<file path="src/rtl/core/pdf_literal_string_unescape_core_macros.svh">
// Assertion macros shared by the literal string unescape RTL.
`ifndef PDF_LITERAL_STRING_UNESCAPE_CORE_MACROS_SVH
`define PDF_LITERAL_STRING_UNESCAPE_CORE_MACROS_SVH
`ifndef SYNTHESIS
`define PLSU_ASSERT_IMP(label, clk, rst_n, ante, cons) \
  label: assert property (@(posedge clk) disable iff (!rst_n) (ante) |-> (cons)) \
    else $error("same-cycle check failed");
`define PLSU_ASSERT_NXT(label, clk, rst_n, ante, cons) \
  label: assert property (@(posedge clk) disable iff (!rst_n) (ante) |=> (cons)) \
    else $error("next-cycle check failed");
`else
`define PLSU_ASSERT_IMP(label, clk, rst_n, ante, cons)
`define PLSU_ASSERT_NXT(label, clk, rst_n, ante, cons)
`endif
`endif

</file>
<file path="src/rtl/core/plsu_pkg.sv">
// Types and constants of the literal string unescape core.
`timescale 1ns / 1ps
package plsu_pkg;

  localparam int QDEPTH = 4;
  localparam int QAW    = $clog2(QDEPTH);
  localparam int QCW    = $clog2(QDEPTH + 1);

  localparam logic [7:0] CH_BSLASH = 8'h5C;
  localparam logic [7:0] CH_LPAREN = 8'h28;
  localparam logic [7:0] CH_RPAREN = 8'h29;
  localparam logic [7:0] CH_N      = 8'h6E;
  localparam logic [7:0] CH_R      = 8'h72;
  localparam logic [7:0] CH_T      = 8'h74;
  localparam logic [7:0] CH_B      = 8'h62;
  localparam logic [7:0] CH_F      = 8'h66;
  localparam logic [7:0] CH_ZERO   = 8'h30;
  localparam logic [7:0] CH_SEVEN  = 8'h37;

  localparam logic [7:0] CODE_LF = 8'h0A;
  localparam logic [7:0] CODE_CR = 8'h0D;
  localparam logic [7:0] CODE_HT = 8'h09;
  localparam logic [7:0] CODE_BS = 8'h08;
  localparam logic [7:0] CODE_FF = 8'h0C;

  typedef struct packed {
    logic [7:0] out_byte;
    logic       byte_valid;
    logic       string_end;
    logic       end_status;
  } result_t;

  // Up to two results are produced per input transaction.
  typedef struct packed {
    logic [1:0] num;
    result_t    r0;
    result_t    r1;
  } push_t;

endpackage

</file>
<file path="src/rtl/core/plsu_if.sv">
// Valid/ready channel interfaces for the input bytes and the decoded results.
`timescale 1ns / 1ps
interface plsu_in_if;
  logic       valid;
  logic       ready;
  logic [7:0] in_byte;
  logic       last_byte;

  modport source (output valid, output in_byte, output last_byte, input ready);
  modport sink (input valid, input in_byte, input last_byte, output ready);
endinterface

interface plsu_out_if;
  logic       valid;
  logic       ready;
  logic [7:0] out_byte;
  logic       byte_valid;
  logic       string_end;
  logic       end_status;

  modport source (output valid, output out_byte, output byte_valid, output string_end,
                  output end_status, input ready);
  modport sink (input valid, input out_byte, input byte_valid, input string_end,
                input end_status, output ready);
endinterface

</file>
<file path="src/rtl/core/plsu_decode.sv">
// Escape, octal and nesting decoder: turns one raw byte into up to two results.
`timescale 1ns / 1ps
`include "pdf_literal_string_unescape_core_macros.svh"
module plsu_decode import plsu_pkg::*; #(
  parameter int MAX_NESTING = 255,
  localparam int NW = $clog2(MAX_NESTING + 1)
) (
  input  logic       clk,
  input  logic       rst_n,
  input  logic       accept,
  input  logic [7:0] in_byte,
  input  logic       last_byte,
  output push_t      push
);

  typedef enum logic [1:0] {
    M_TEXT = 2'd0,
    M_ESC  = 2'd1,
    M_OCT1 = 2'd2,
    M_OCT2 = 2'd3
  } mode_t;

  mode_t          mode_r, mode_nxt;
  logic [NW-1:0]  nest_r, nest_nxt, nest_dec;
  logic [5:0]     oct_r, oct_nxt;

  logic       is_oct;
  logic [2:0] dig;
  logic       do_text, closed, ending;
  logic       a_v, b_v, c_v, e0_v, e1_v;
  logic [7:0] a_b, b_b, c_b, e0_b, e1_b;
  result_t    r0, r1;
  logic [1:0] num;

  assign is_oct = (in_byte >= CH_ZERO) && (in_byte <= CH_SEVEN);
  assign dig    = in_byte[2:0];

  always_comb begin
    mode_nxt = mode_r;
    nest_nxt = nest_r;
    nest_dec = nest_r;
    oct_nxt  = oct_r;
    do_text  = 1'b0;
    closed   = 1'b0;
    a_v = 1'b0; a_b = '0;
    b_v = 1'b0; b_b = '0;
    c_v = 1'b0; c_b = '0;

    unique case (mode_r)
      M_ESC: begin
        mode_nxt = M_TEXT;
        a_v      = 1'b1;
        case (in_byte)
          CH_N: a_b = CODE_LF;
          CH_R: a_b = CODE_CR;
          CH_T: a_b = CODE_HT;
          CH_B: a_b = CODE_BS;
          CH_F: a_b = CODE_FF;
          default: begin
            if (is_oct) begin
              a_v      = 1'b0;
              oct_nxt  = {3'b000, dig};
              mode_nxt = M_OCT1;
            end else begin
              a_b = in_byte;
            end
          end
        endcase
      end
      M_OCT1: begin
        if (is_oct) begin
          oct_nxt  = {oct_r[2:0], dig};
          mode_nxt = M_OCT2;
        end else begin
          a_v      = 1'b1;
          a_b      = {2'b00, oct_r};
          oct_nxt  = '0;
          mode_nxt = M_TEXT;
          do_text  = 1'b1;
        end
      end
      M_OCT2: begin
        a_v      = 1'b1;
        oct_nxt  = '0;
        mode_nxt = M_TEXT;
        if (is_oct) begin
          // Third digit: the value keeps only its low eight bits.
          a_b = {oct_r[4:0], dig};
        end else begin
          a_b     = {2'b00, oct_r};
          do_text = 1'b1;
        end
      end
      M_TEXT: begin
        do_text = 1'b1;
      end
    endcase

    if (do_text) begin
      if (in_byte == CH_BSLASH) begin
        mode_nxt = M_ESC;
      end else if (in_byte == CH_LPAREN) begin
        if (nest_r < NW'(MAX_NESTING)) begin
          nest_nxt = nest_r + NW'(1);
        end
        b_v = 1'b1;
        b_b = in_byte;
      end else if (in_byte == CH_RPAREN) begin
        nest_dec = (nest_r != '0) ? nest_r - NW'(1) : nest_r;
        nest_nxt = nest_dec;
        if (nest_dec != '0) begin
          b_v = 1'b1;
          b_b = in_byte;
        end else begin
          closed = 1'b1;
        end
      end else begin
        b_v = 1'b1;
        b_b = in_byte;
      end
    end

    ending = closed || last_byte;

    // Data ran out inside an octal run: flush what was gathered.
    if (ending && !closed && (mode_nxt == M_OCT1 || mode_nxt == M_OCT2)) begin
      c_v = 1'b1;
      c_b = {2'b00, oct_nxt};
    end

    if (a_v) begin
      e0_v = 1'b1; e0_b = a_b;
      e1_v = b_v || c_v;
      e1_b = b_v ? b_b : c_b;
    end else if (b_v) begin
      e0_v = 1'b1; e0_b = b_b;
      e1_v = c_v;  e1_b = c_b;
    end else begin
      e0_v = c_v;  e0_b = c_b;
      e1_v = 1'b0; e1_b = '0;
    end

    r0 = '{out_byte: e0_b, byte_valid: e0_v, string_end: 1'b0, end_status: 1'b0};
    r1 = '{out_byte: e1_b, byte_valid: e1_v, string_end: 1'b0, end_status: 1'b0};
    num = e1_v ? 2'd2 : (e0_v ? 2'd1 : 2'd0);

    if (ending) begin
      // An empty result carries the end mark when nothing else was decoded.
      if (!e0_v) begin
        num = 2'd1;
      end
      if (e1_v) begin
        r1.string_end = 1'b1;
        r1.end_status = !closed;
      end else begin
        r0.string_end = 1'b1;
        r0.end_status = !closed;
      end
      mode_nxt = M_TEXT;
      nest_nxt = NW'(1);
      oct_nxt  = '0;
    end
  end

  assign push.num = accept ? num : 2'd0;
  assign push.r0  = r0;
  assign push.r1  = r1;

  always_ff @(posedge clk) begin
    if (!rst_n) begin
      mode_r <= M_TEXT;
      nest_r <= NW'(1);
      oct_r  <= '0;
    end else if (accept) begin
      mode_r <= mode_nxt;
      nest_r <= nest_nxt;
      oct_r  <= oct_nxt;
    end
  end

  `PLSU_ASSERT_IMP(a_status_tagged, clk, rst_n, push.num != 2'd0 && push.r0.end_status, push.r0.string_end)
  `PLSU_ASSERT_NXT(a_rearm, clk, rst_n, push.num != 2'd0 && (push.r0.string_end || push.r1.string_end), mode_r == M_TEXT && oct_r == 6'd0 && nest_r == NW'(1))

endmodule

</file>
<file path="src/rtl/core/plsu_queue.sv">
// Four-entry result queue: takes up to two results per cycle, gives one per pop.
`timescale 1ns / 1ps
`include "pdf_literal_string_unescape_core_macros.svh"
module plsu_queue import plsu_pkg::*; (
  input  logic    clk,
  input  logic    rst_n,
  input  push_t   push,
  input  logic    pop,
  output result_t head,
  output logic    head_valid,
  output logic    room
);

  result_t            q_r [QDEPTH];
  logic [QAW-1:0]     wr_r, wr_nxt, rd_r, rd_nxt;
  logic [QCW-1:0]     cnt_r, cnt_nxt;

  assign head       = q_r[rd_r];
  assign head_valid = (cnt_r != '0);
  // Room for a full two-result transaction, judged on the registered count.
  assign room       = (cnt_r <= QCW'(QDEPTH - 2));

  assign wr_nxt  = wr_r + QAW'(push.num);
  assign rd_nxt  = rd_r + QAW'(pop);
  assign cnt_nxt = cnt_r + QCW'(push.num) - QCW'(pop);

  always_ff @(posedge clk) begin
    if (!rst_n) begin
      wr_r  <= '0;
      rd_r  <= '0;
      cnt_r <= '0;
    end else begin
      wr_r  <= wr_nxt;
      rd_r  <= rd_nxt;
      cnt_r <= cnt_nxt;
    end
  end

  always_ff @(posedge clk) begin
    if (push.num != 2'd0) begin
      q_r[wr_r] <= push.r0;
    end
    if (push.num == 2'd2) begin
      q_r[wr_r + QAW'(1)] <= push.r1;
    end
  end

  `PLSU_ASSERT_IMP(a_push_room, clk, rst_n, push.num != 2'd0, cnt_r <= QCW'(QDEPTH - 2))
  `PLSU_ASSERT_IMP(a_cnt_bound, clk, rst_n, 1'b1, cnt_r <= QCW'(QDEPTH))

endmodule

</file>
<file path="src/rtl/core/pdf_literal_string_unescape_core.sv">
// Decodes the body bytes of a PDF literal string into the bytes they stand for.
// One raw byte is taken per cycle while the queue has room; its results are written to
// the output queue at the accepting edge and reach the output port in order. A byte yields
// zero, one or two results (two when a non-octal byte breaks an octal run and is then
// passed through as text); the output port gives one result per cycle while out_ch.ready
// is high, so it sets the sustained rate: one byte per cycle while bytes
// yield at most one result, otherwise one result per cycle. The four-entry output
// queue absorbs the difference; the input is ready while at least two entries are free.
// The string end is tagged on the last result of the closing byte, or on an empty
// result (byte_valid low) when the closing byte decodes to nothing, and the decoder
// then re-arms for the next string.
`timescale 1ns / 1ps
module pdf_literal_string_unescape_core import plsu_pkg::*; #(
  parameter int MAX_NESTING = 255
) (
  input  logic               clk,
  input  logic               rst_n,
  plsu_in_if.sink            in_ch,
  plsu_out_if.source         out_ch
);

  push_t   push;
  result_t head;
  logic    head_valid, room, accept, pop;

  assign accept      = in_ch.valid && in_ch.ready;
  assign in_ch.ready = room;
  assign pop         = out_ch.valid && out_ch.ready;

  plsu_decode #(
    .MAX_NESTING (MAX_NESTING)
  ) u_decode (
    .clk       (clk),
    .rst_n     (rst_n),
    .accept    (accept),
    .in_byte   (in_ch.in_byte),
    .last_byte (in_ch.last_byte),
    .push      (push)
  );

  plsu_queue u_queue (
    .clk        (clk),
    .rst_n      (rst_n),
    .push       (push),
    .pop        (pop),
    .head       (head),
    .head_valid (head_valid),
    .room       (room)
  );

  assign out_ch.valid      = head_valid;
  assign out_ch.out_byte   = head.out_byte;
  assign out_ch.byte_valid = head.byte_valid;
  assign out_ch.string_end = head.string_end;
  assign out_ch.end_status = head.end_status;

endmodule

</file>
<file path="src/flat_wrapper.sv">
// flat-port wrapper written by rule: the top's interface ports become plain ports
module pdf_literal_string_unescape_core_flat import plsu_pkg::*;
#(
  parameter int MAX_NESTING = 255
)
  (clk, rst_n, in_ch_valid, in_ch_in_byte, in_ch_last_byte, in_ch_ready, out_ch_valid, out_ch_out_byte, out_ch_byte_valid, out_ch_string_end, out_ch_end_status, out_ch_ready);
  plsu_in_if in_ch_i ();
  plsu_out_if out_ch_i ();
  input  logic clk;
  input  logic rst_n;
  input wire logic [$bits(in_ch_i.valid)-1:0] in_ch_valid;
  input wire logic [$bits(in_ch_i.in_byte)-1:0] in_ch_in_byte;
  input wire logic [$bits(in_ch_i.last_byte)-1:0] in_ch_last_byte;
  output wire logic [$bits(in_ch_i.ready)-1:0] in_ch_ready;
  output wire logic [$bits(out_ch_i.valid)-1:0] out_ch_valid;
  output wire logic [$bits(out_ch_i.out_byte)-1:0] out_ch_out_byte;
  output wire logic [$bits(out_ch_i.byte_valid)-1:0] out_ch_byte_valid;
  output wire logic [$bits(out_ch_i.string_end)-1:0] out_ch_string_end;
  output wire logic [$bits(out_ch_i.end_status)-1:0] out_ch_end_status;
  input wire logic [$bits(out_ch_i.ready)-1:0] out_ch_ready;
  assign in_ch_i.valid = in_ch_valid;
  assign in_ch_i.in_byte = in_ch_in_byte;
  assign in_ch_i.last_byte = in_ch_last_byte;
  assign in_ch_ready = in_ch_i.ready;
  assign out_ch_valid = out_ch_i.valid;
  assign out_ch_out_byte = out_ch_i.out_byte;
  assign out_ch_byte_valid = out_ch_i.byte_valid;
  assign out_ch_string_end = out_ch_i.string_end;
  assign out_ch_end_status = out_ch_i.end_status;
  assign out_ch_i.ready = out_ch_ready;
  pdf_literal_string_unescape_core #(.MAX_NESTING(MAX_NESTING)) u_core (.clk(clk), .rst_n(rst_n), .in_ch(in_ch_i), .out_ch(out_ch_i));
endmodule
</file>
<file path="config.mk">
export PLATFORM = sky130hd
export DESIGN_NAME = pdf_literal_string_unescape_core_flat
export DESIGN_NICKNAME = d
export VERILOG_FILES = /design/src/rtl/core/plsu_pkg.sv /design/src/rtl/core/plsu_if.sv /design/src/rtl/core/plsu_decode.sv /design/src/rtl/core/plsu_queue.sv /design/src/rtl/core/pdf_literal_string_unescape_core.sv /design/src/flat_wrapper.sv
export VERILOG_INCLUDE_DIRS = /design/src /design/src/rtl/core
export SDC_FILE = /design/constraint.sdc
export NUM_CORES = 1
export LEC_CHECK = 0
export BUFFER_PORTS_ARGS = -buffer_cell sky130_fd_sc_hd__buf_2
export CORE_MARGIN = 10
export CORE_UTILIZATION = 35
export DETAILED_ROUTE_END_ITERATION = 6
export SETUP_SLACK_MARGIN = 0.4
export SKIP_CTS_REPAIR_TIMING = 1
export SLEW_MARGIN = 20
export SYNTH_ARGS = -nofsm -noshare
export SYNTH_HDL_FRONTEND = slang
export SYNTH_HIERARCHICAL = 1
export SYNTH_SLANG_ARGS = --single-unit
</file>
<file path="constraint.sdc">
create_clock -name clk -period 3.9 [get_ports clk]
set_clock_uncertainty 0.15 [all_clocks]
set_input_delay 0.195 -clock clk [delete_from_list [all_inputs] [get_ports clk]]
set_output_delay 0.195 -clock clk [all_outputs]
set_load 0.02 [all_outputs]
</file>
==> results of run 1 <==
## cell families after synthesis
family | after synthesis | synth area share, %
AO/OA/AOI/OAI | 96 | 14.97
adder cells (fa/ha/maj) | 8 | 2.329
buffers and inverters | 48 | 4.874
XOR/XNOR | 7 | 1.923
multiplexers | 61 | 18.95
AND/OR/NAND/NOR | 141 | 18.39
flip-flops | 67 | 38.56
## worst max-delay path: cells and delay by family, from the launching register on
family / cells / cell delay [ns]
AND/OR/NAND/NOR: 6 / 1.87
AO/OA/AOI/OAI: 1 / 0.14
adder cells (fa/ha/maj): 1 / 0.18
flip-flops: 1 / 0.37
multiplexers: 1 / 0.34
buffers and inverters: 1 / 0.09
## path summary, 6_finish.rpt
path              slack (ns)                        end  cells past startpoint
setup / recovery        0.50   u_core/u_queue/q_r[3][2]                     10
hold / removal         0.005  u_core/u_decode/nest_r[0]                      2
setup reg to reg        0.50   u_core/u_queue/q_r[3][2]                     10
hold reg to reg         0.40  u_core/u_decode/nest_r[1]                      1
## metal layers
metal	part of all wire [%]	GRT usage [%]	vias to the layer above
met3	4.6	3.561	15
li1	-	-	1679
met4	1.6	4.655	0
met1	46	15.99	1678
met5	0	0	-
met2	48	20.37	92
## final cells by class
| class | count | area, um^2 | area share, % |
|---|---|---|---|
| clock inverter | 6 | 90.09 | 1.694 |
| tap | 172 | 215.2 | 4.047 |
| clock buffer | 10 | 229.0 | 4.306 |
| timing repair buffer | 42 | 256.5 | 4.824 |
| inverter | 13 | 51.30 | 0.9647 |
| sequential | 67 | 1789 | 33.65 |
| multi-input combinational | 314 | 2686 | 50.52 |
## power by group
part	switching (mW)	internal, mW
registers	0.0799	0.838
logic	0.311	0.291
clock network	0.318	0.560
total	0.709	1.69
## placed cells by master, fill, tap and decap left out, types with 11 or more instances in the layout
| cell | count |
|---|---|
| edfxtp_1 | 44 |
| nand2_1 | 32 |
| mux2_2 | 26 |
| buf_2 | 25 |
| and2_1 | 21 |
| dfxtp_1 | 21 |
| o21ai_0 | 19 |
| mux2_4 | 19 |
| nor2_1 | 18 |
| buf_4 | 16 |
| a22o_1 | 13 |
| nor3_1 | 12 |
| a21oi_1 | 12 |
| mux4_2 | 11 |
## flip-flops by register name, indices dropped and copies added (netlist names)
name / cells
u_core/u_queue/rd_r: 2
u_core/u_queue/wr_r: 2
u_core/u_decode/oct_r: 6
u_core/u_decode/nest_r: 8
u_core/u_queue/q_r: 44
u_core/u_decode/mode_r: 2
u_core/u_queue/cnt_r: 3
## per-stage QoR
stage / instances / total power, mW / hold slack (ns) / utilization [%] / setup WS (ns)
2_1_floorplan: 428 / 1.358 / 0.1160 / - / 0.3886
3_3_place_gp: 599 / 1.517 / 0.3625 / 38.36 / 0.2852
3_5_place_dp: 599 / 1.531 / 0.3689 / 38.36 / 0.2054
4_1_cts: 615 / 2.420 / 0.002736 / 40.86 / 0.1883
5_1_grt: 624 / 2.532 / 0.02495 / 41.63 / 0.4039
6_report: 624 / 2.399 / 0.004625 / 41.63 / 0.4993
## Yosys cell counts (11+ instances only)
cell,instances
edfxtp_1,44
nand2_1,32
mux2_2,26
dfxtp_1,23
and2_1,22
clkbuf_1,22
nor2_1,21
mux2_4,19
o21ai_0,19
a22o_1,13
inv_1,13
a21oi_1,12
nor3_1,12
mux4_2,11
nor2b_1,11
==> impl_metrics.py, run 1 <==
metrics = {
    "status": {
        "outcome": "completed",
    },
    "clocking": {
        "cts-buffers-inserted": 9,
        "ctsHtreeMaxLevel": 3,
        "clk_latency_ns": 0.35,
        "clkSinkCount": 67,
        "cts_tree": "done",
        "clk_path_buf_depth": 2,
        "clk_pin_slew_ns": 0.06,
        "cts_root_buf": "clkbuf_16",
    },
    "sta": {
        "max_freq_ghz": 0.2941,
        "slew_violations": 0,
        "min_period_over_period_pct": 87.20,
        "finalHoldViolCount": 0,
        "grt_setup_unrepaired": "false",
        "final.setup.tns_ns": 0,
        "setup_viol": 0,
        "worstMarginPinSlew_ns": 0.8270,
        "min_period_ns": 3.401,
        "relSlewSlack_pct": 44.79,
    },
    "final_layout": {
        "syn_to_final_growth_pct": 15.08,
        "num_antenna_cells": 0,
        "final_cell_area_mm2": 0.005318,
        "fill_cells": 1215,
        "drive_above_1_share_pct": 30.97,
        "nets": 468,
    },
    "run": {
        "maxCapViolations": 0,
    },
    "power_and_ir_drop": {
        "power_leakage_nw": 1.896,
        "ir_drop_uv": 235.9,
        "p_per_area_mw_per_mm2": 451.1,
    },
    "min_path": {
        "hold_class": "in -> reg",
        "worstHoldStart": "rst_n",
    },
    "placement": {
        "hpwlAfterDp_um": 7896,
        "place_congestion": 0.8848,
        "place.port_buffers": 25,
        "dpl-instance-area_mm2": 0.004900,
    },
    "detailed_routing": {
        "ant_nets": 0,
        "drt-initial-drc-count": 271,
        "viasPerCell": 5.551,
        "drc_errors": 0,
        "drt-pass1-iter-count": 5,
        "wirelength_um": 11430,
        "vias": 3464,
        "wire_per_inst_um": 18.31,
    },
    "worst_setup_path": {
        "cp.arrival_ns": 3.35,
        "crit_required_ns": 3.84,
        "cp-startpoint": "u_core/u_decode/nest_r[1]",
        "crit_path_cell_trace": "inv_2, ha_4, or4b_4, nor2b_4, o2111ai_2, nor4b_4, nor2_2, and3b_2, and4bb_2, mux2_4",
        "worstSetupPathType": "reg -> reg",
        "crit_fanout": 11,
        "cp_slowest_cell": "or4b_4",
        "start_kind": "flop",
        "cp-end-kind": "flop",
        "max_stage_delay_ns": 0.52,
        "r2r-start": "u_core/u_decode/nest_r[1]",
    },
    "die": {
        "die_x_um": 134.9,
        "boundaryPins": 26,
        "rows": 41,
        "dieArea_mm2": 0.01820,
        "coreArea_mm2": 0.01277,
        "start_util_pct": 36.17,
        "die_h_um": 134.9,
    },
    "logic_synthesis": {
        "synth_area_leader_cell": "edfxtp_1",
        "synth-async-reset-ratio_pct": 0,
        "ys.warnings.count": 6,
        "yosys_register_bits": 67,
        "syn_inst": 428,
        "synthFlopType": "edfxtp_1",
        "synth_cell_types": 69,
        "synth_seq_area_share_pct": 38.56,
        "syn_avg_cell_area_um2": 10.80,
        "synth_area_leaders": "edfxtp_1, dfxtp_1, mux2_2",
        "synth_edf_count": 44,
        "yosysTopAreaCellShare_pct": 28.59,
        "synth_area_mm2": 0.004621,
        "synth_nets": 449,
    },
    "global_route": {
        "grt_max_degree": 22,
        "antenna_found_initial": 0,
        "grt_pass1_wl_um": 18390,
        "grt_pass1_vias": 3437,
        "grt_overflow": 0,
        "grtUsageTotal_pct": 12.74,
    },
}
No activity file was read; power rests on OpenSTA's default activity.
==> run 2, diff against run 1 <==
- CTS_CLUSTER_DIAMETER: not set -> 80
- GPL_TIMING_DRIVEN: not set -> 0
==> run 2 against run 1 <==
Against the previous run:
- final area grew 8.6%
- utilization increased by 3.6 points
- sequential power is 4.7% lower
==> impl_metrics.py, run 2 (same netlist as run 1, synthesis figures left out) <==
metrics = {
    "clocking": {
        "clkSinkCount": 67,
        "clk_path_buf_depth": 2,
        "cts-buffers-inserted": 9,
        "clk_pin_slew_ns": 0.05,
        "cts_root_buf": "clkbuf_16",
        "clk_latency_ns": 0.34,
        "cts_tree": "done",
        "ctsHtreeMaxLevel": 3,
    },
    "global_route": {
        "grt_pass1_vias": 3525,
        "gr-max-usage-layer": "met2",
        "antenna_found_initial": 0,
        "grtUsageMet3_pct": 2.448,
        "grt_pass1_wl_um": 18650,
        "grt_use_met1_pct": 15.50,
        "grt_overflow": 0,
        "grt_max_degree": 16,
        "grtUsageMet2_pct": 21.95,
        "grtUsageTotal_pct": 12.83,
    },
    "placement": {
        "dp_cells": 624,
        "place_congestion": 0.8921,
        "dpl_worst_slack_ns": -0.2556,
        "place.port_buffers": 24,
        "hpwlAfterDp_um": 8280,
    },
    "final_layout": {
        "final_cell_mix": "edfxtp_1, nand2_1, buf_2, mux2_4",
        "syn_to_final_growth_pct": 24.99,
        "top_register": "u_core/u_queue/q_r",
        "nets": 513,
        "instances_no_fill": 669,
        "num_antenna_cells": 0,
        "fill_cells": 1176,
        "reg_top3": "u_core/u_queue/q_r x44, u_core/u_decode/nest_r x8, u_core/u_decode/oct_r x6",
        "largest_reg_flops": 44,
        "drive_above_1_share_pct": 34.41,
        "final_common_cell": "edfxtp_1",
    },
    "detailed_routing": {
        "drt-initial-drc-count": 244,
        "drt-pass1-iter-count": 5,
        "drc_errors": 0,
        "ant_nets": 0,
        "wire_per_inst_um": 18.24,
        "viasPerCell": 5.558,
        "wirelength_um": 12200,
        "vias": 3718,
    },
    "min_path": {
        "hold_class": "in -> reg",
    },
    "die": {
        "start_util_pct": 36.17,
        "rows": 41,
        "boundaryPins": 26,
        "die_x_um": 134.9,
        "coreArea_mm2": 0.01277,
        "die_h_um": 134.9,
        "dieArea_mm2": 0.01820,
    },
    "sta": {
        "slew_violations": 0,
        "max_freq_ghz": 0.2845,
        "setup_ws_ns": 0.3852,
        "worstMarginPinSlew_ns": 0.9605,
        "grt_setup_unrepaired": "true",
        "min_period_over_period_pct": 90.12,
        "min_period_ns": 3.515,
        "relSlewSlack_pct": 35.84,
        "setup_viol": 0,
        "finalHoldViolCount": 0,
    },
    "worst_setup_path": {
        "start_kind": "flop",
        "crit_path_cell_trace": "buf_8, inv_6, ha_4, or4b_4, nor2b_4, o2111ai_4, nor4b_4, buf_6, nor2_4, buf_6, and2_4, buf_6, buf_4, nor4b_4, buf_6, mux2_2",
        "cp-end-kind": "flop",
        "max_stage_delay_ns": 0.53,
        "cp_slowest_cell": "or4b_4",
        "critPathMostFrequentCell": "buf_6",
        "worstSetupPathType": "reg -> reg",
        "crit_fanout": 5,
        "crit_required_ns": 3.83,
        "r2r_setup_slack_ns": 0.39,
        "cp.arrival_ns": 3.44,
    },
    "power_and_ir_drop": {
        "ir_drop_uv": 234.1,
        "p_total_mw": 2.391,
        "p_per_area_mw_per_mm2": 414.1,
        "power_leakage_nw": 2.143,
        "power_frac_clock_pct": 33.6,
        "power_frac_comb_pct": 29.9,
        "power_switching_mw": 0.7181,
        "swShare_pct": 30.03,
        "share_seq_of_total_power_pct": 36.6,
        "internal-power_mw": 1.673,
    },
    "run": {
        "maxCapViolations": 0,
    },
    "status": {
        "outcome": "completed",
    },
}
==> run 2: cell count changes in the layout (fill, tap and decap cells not counted), moves of 2 or more <==
cell and delta:
buf_4 +5, nor2_2 -2, buf_6 +7, nor2_4 +2, buf_2 +5, clkbuf_1 +19, clkbuf_16 +2, buf_12 +5
mux2_2 -11, mux2_4 +11
==> run 2: final cells by class <==
| type | count | area (um^2) | share of cell area, % |
|---|---|---|---|
| plain buffers | 35 | 226.5 | 3.921 |
| clock buffers | 9 | 225.2 | 3.899 |
| clock inverters | 7 | 68.82 | 1.192 |
| inverters | 13 | 56.30 | 0.9749 |
| multi-input cells | 314 | 2783 | 48.18 |
| flip-flops and latches | 67 | 1789 | 30.98 |
| well taps | 172 | 215.2 | 3.726 |
| repair buffers | 52 | 411.6 | 7.127 |
==> run 2: power by group through the flow <==
stage / Combinational (mW) / Clock, mW / Sequential [mW]
4_1_cts: 0.646 / 0.817 / 0.878
6_report: 0.714 / 0.803 / 0.875
3_3_place_gp: 0.632 / 0 / 0.888
3_5_place_dp: 0.644 / 0 / 0.893
2_1_floorplan: 0.479 / 0 / 0.879
5_1_grt: 0.783 / 0.853 / 0.882
==> run 2: path summary, 6_finish.rpt <==
kind                             start                        end  cells after the start
min                              rst_n  u_core/u_decode/nest_r[0]                      2
max          u_core/u_decode/nest_r[0]   u_core/u_queue/q_r[1][9]                     16
min reg2reg  u_core/u_decode/nest_r[1]  u_core/u_decode/nest_r[1]                      1
max reg2reg  u_core/u_decode/nest_r[0]   u_core/u_queue/q_r[1][9]                     16
==> run 2: through the flow <==
stage / setup TNS [ns] / instance area, um^2 / hold WS, ns / utilization, %
after floorplan: 0 / 4686 / 0.1160 / -
after global placement: -8.921 / 5021 / 0.3678 / 39.31
after detailed placement: -11.81 / 5021 / 0.3799 / 39.31
after CTS: -13.14 / 5315 / 0.02958 / 41.61
after global routing: 0 / 5776 / 0.05456 / 45.21
final: 0 / 5776 / 0.03791 / 45.21
==> run 2: per-layer routing <==
metal / vias up / share of wire, %
li1: 1777 / -
met1: 1816 / 44
met2: 101 / 51
met3: 24 / 3.5
met4: 0 / 1.9
met5: - / 0
==> run 2: worst max-delay path: cells and delay by family (launching register included) <==
kind / cells / cell delay, ns
AOI/OAI and AO/OA: 1 / 0.15
adders and majority gates: 1 / 0.14
buffers and inverters: 7 / 0.86
DFF: 1 / 0.34
and+or+nand+nor: 6 / 1.32
muxes: 1 / 0.27
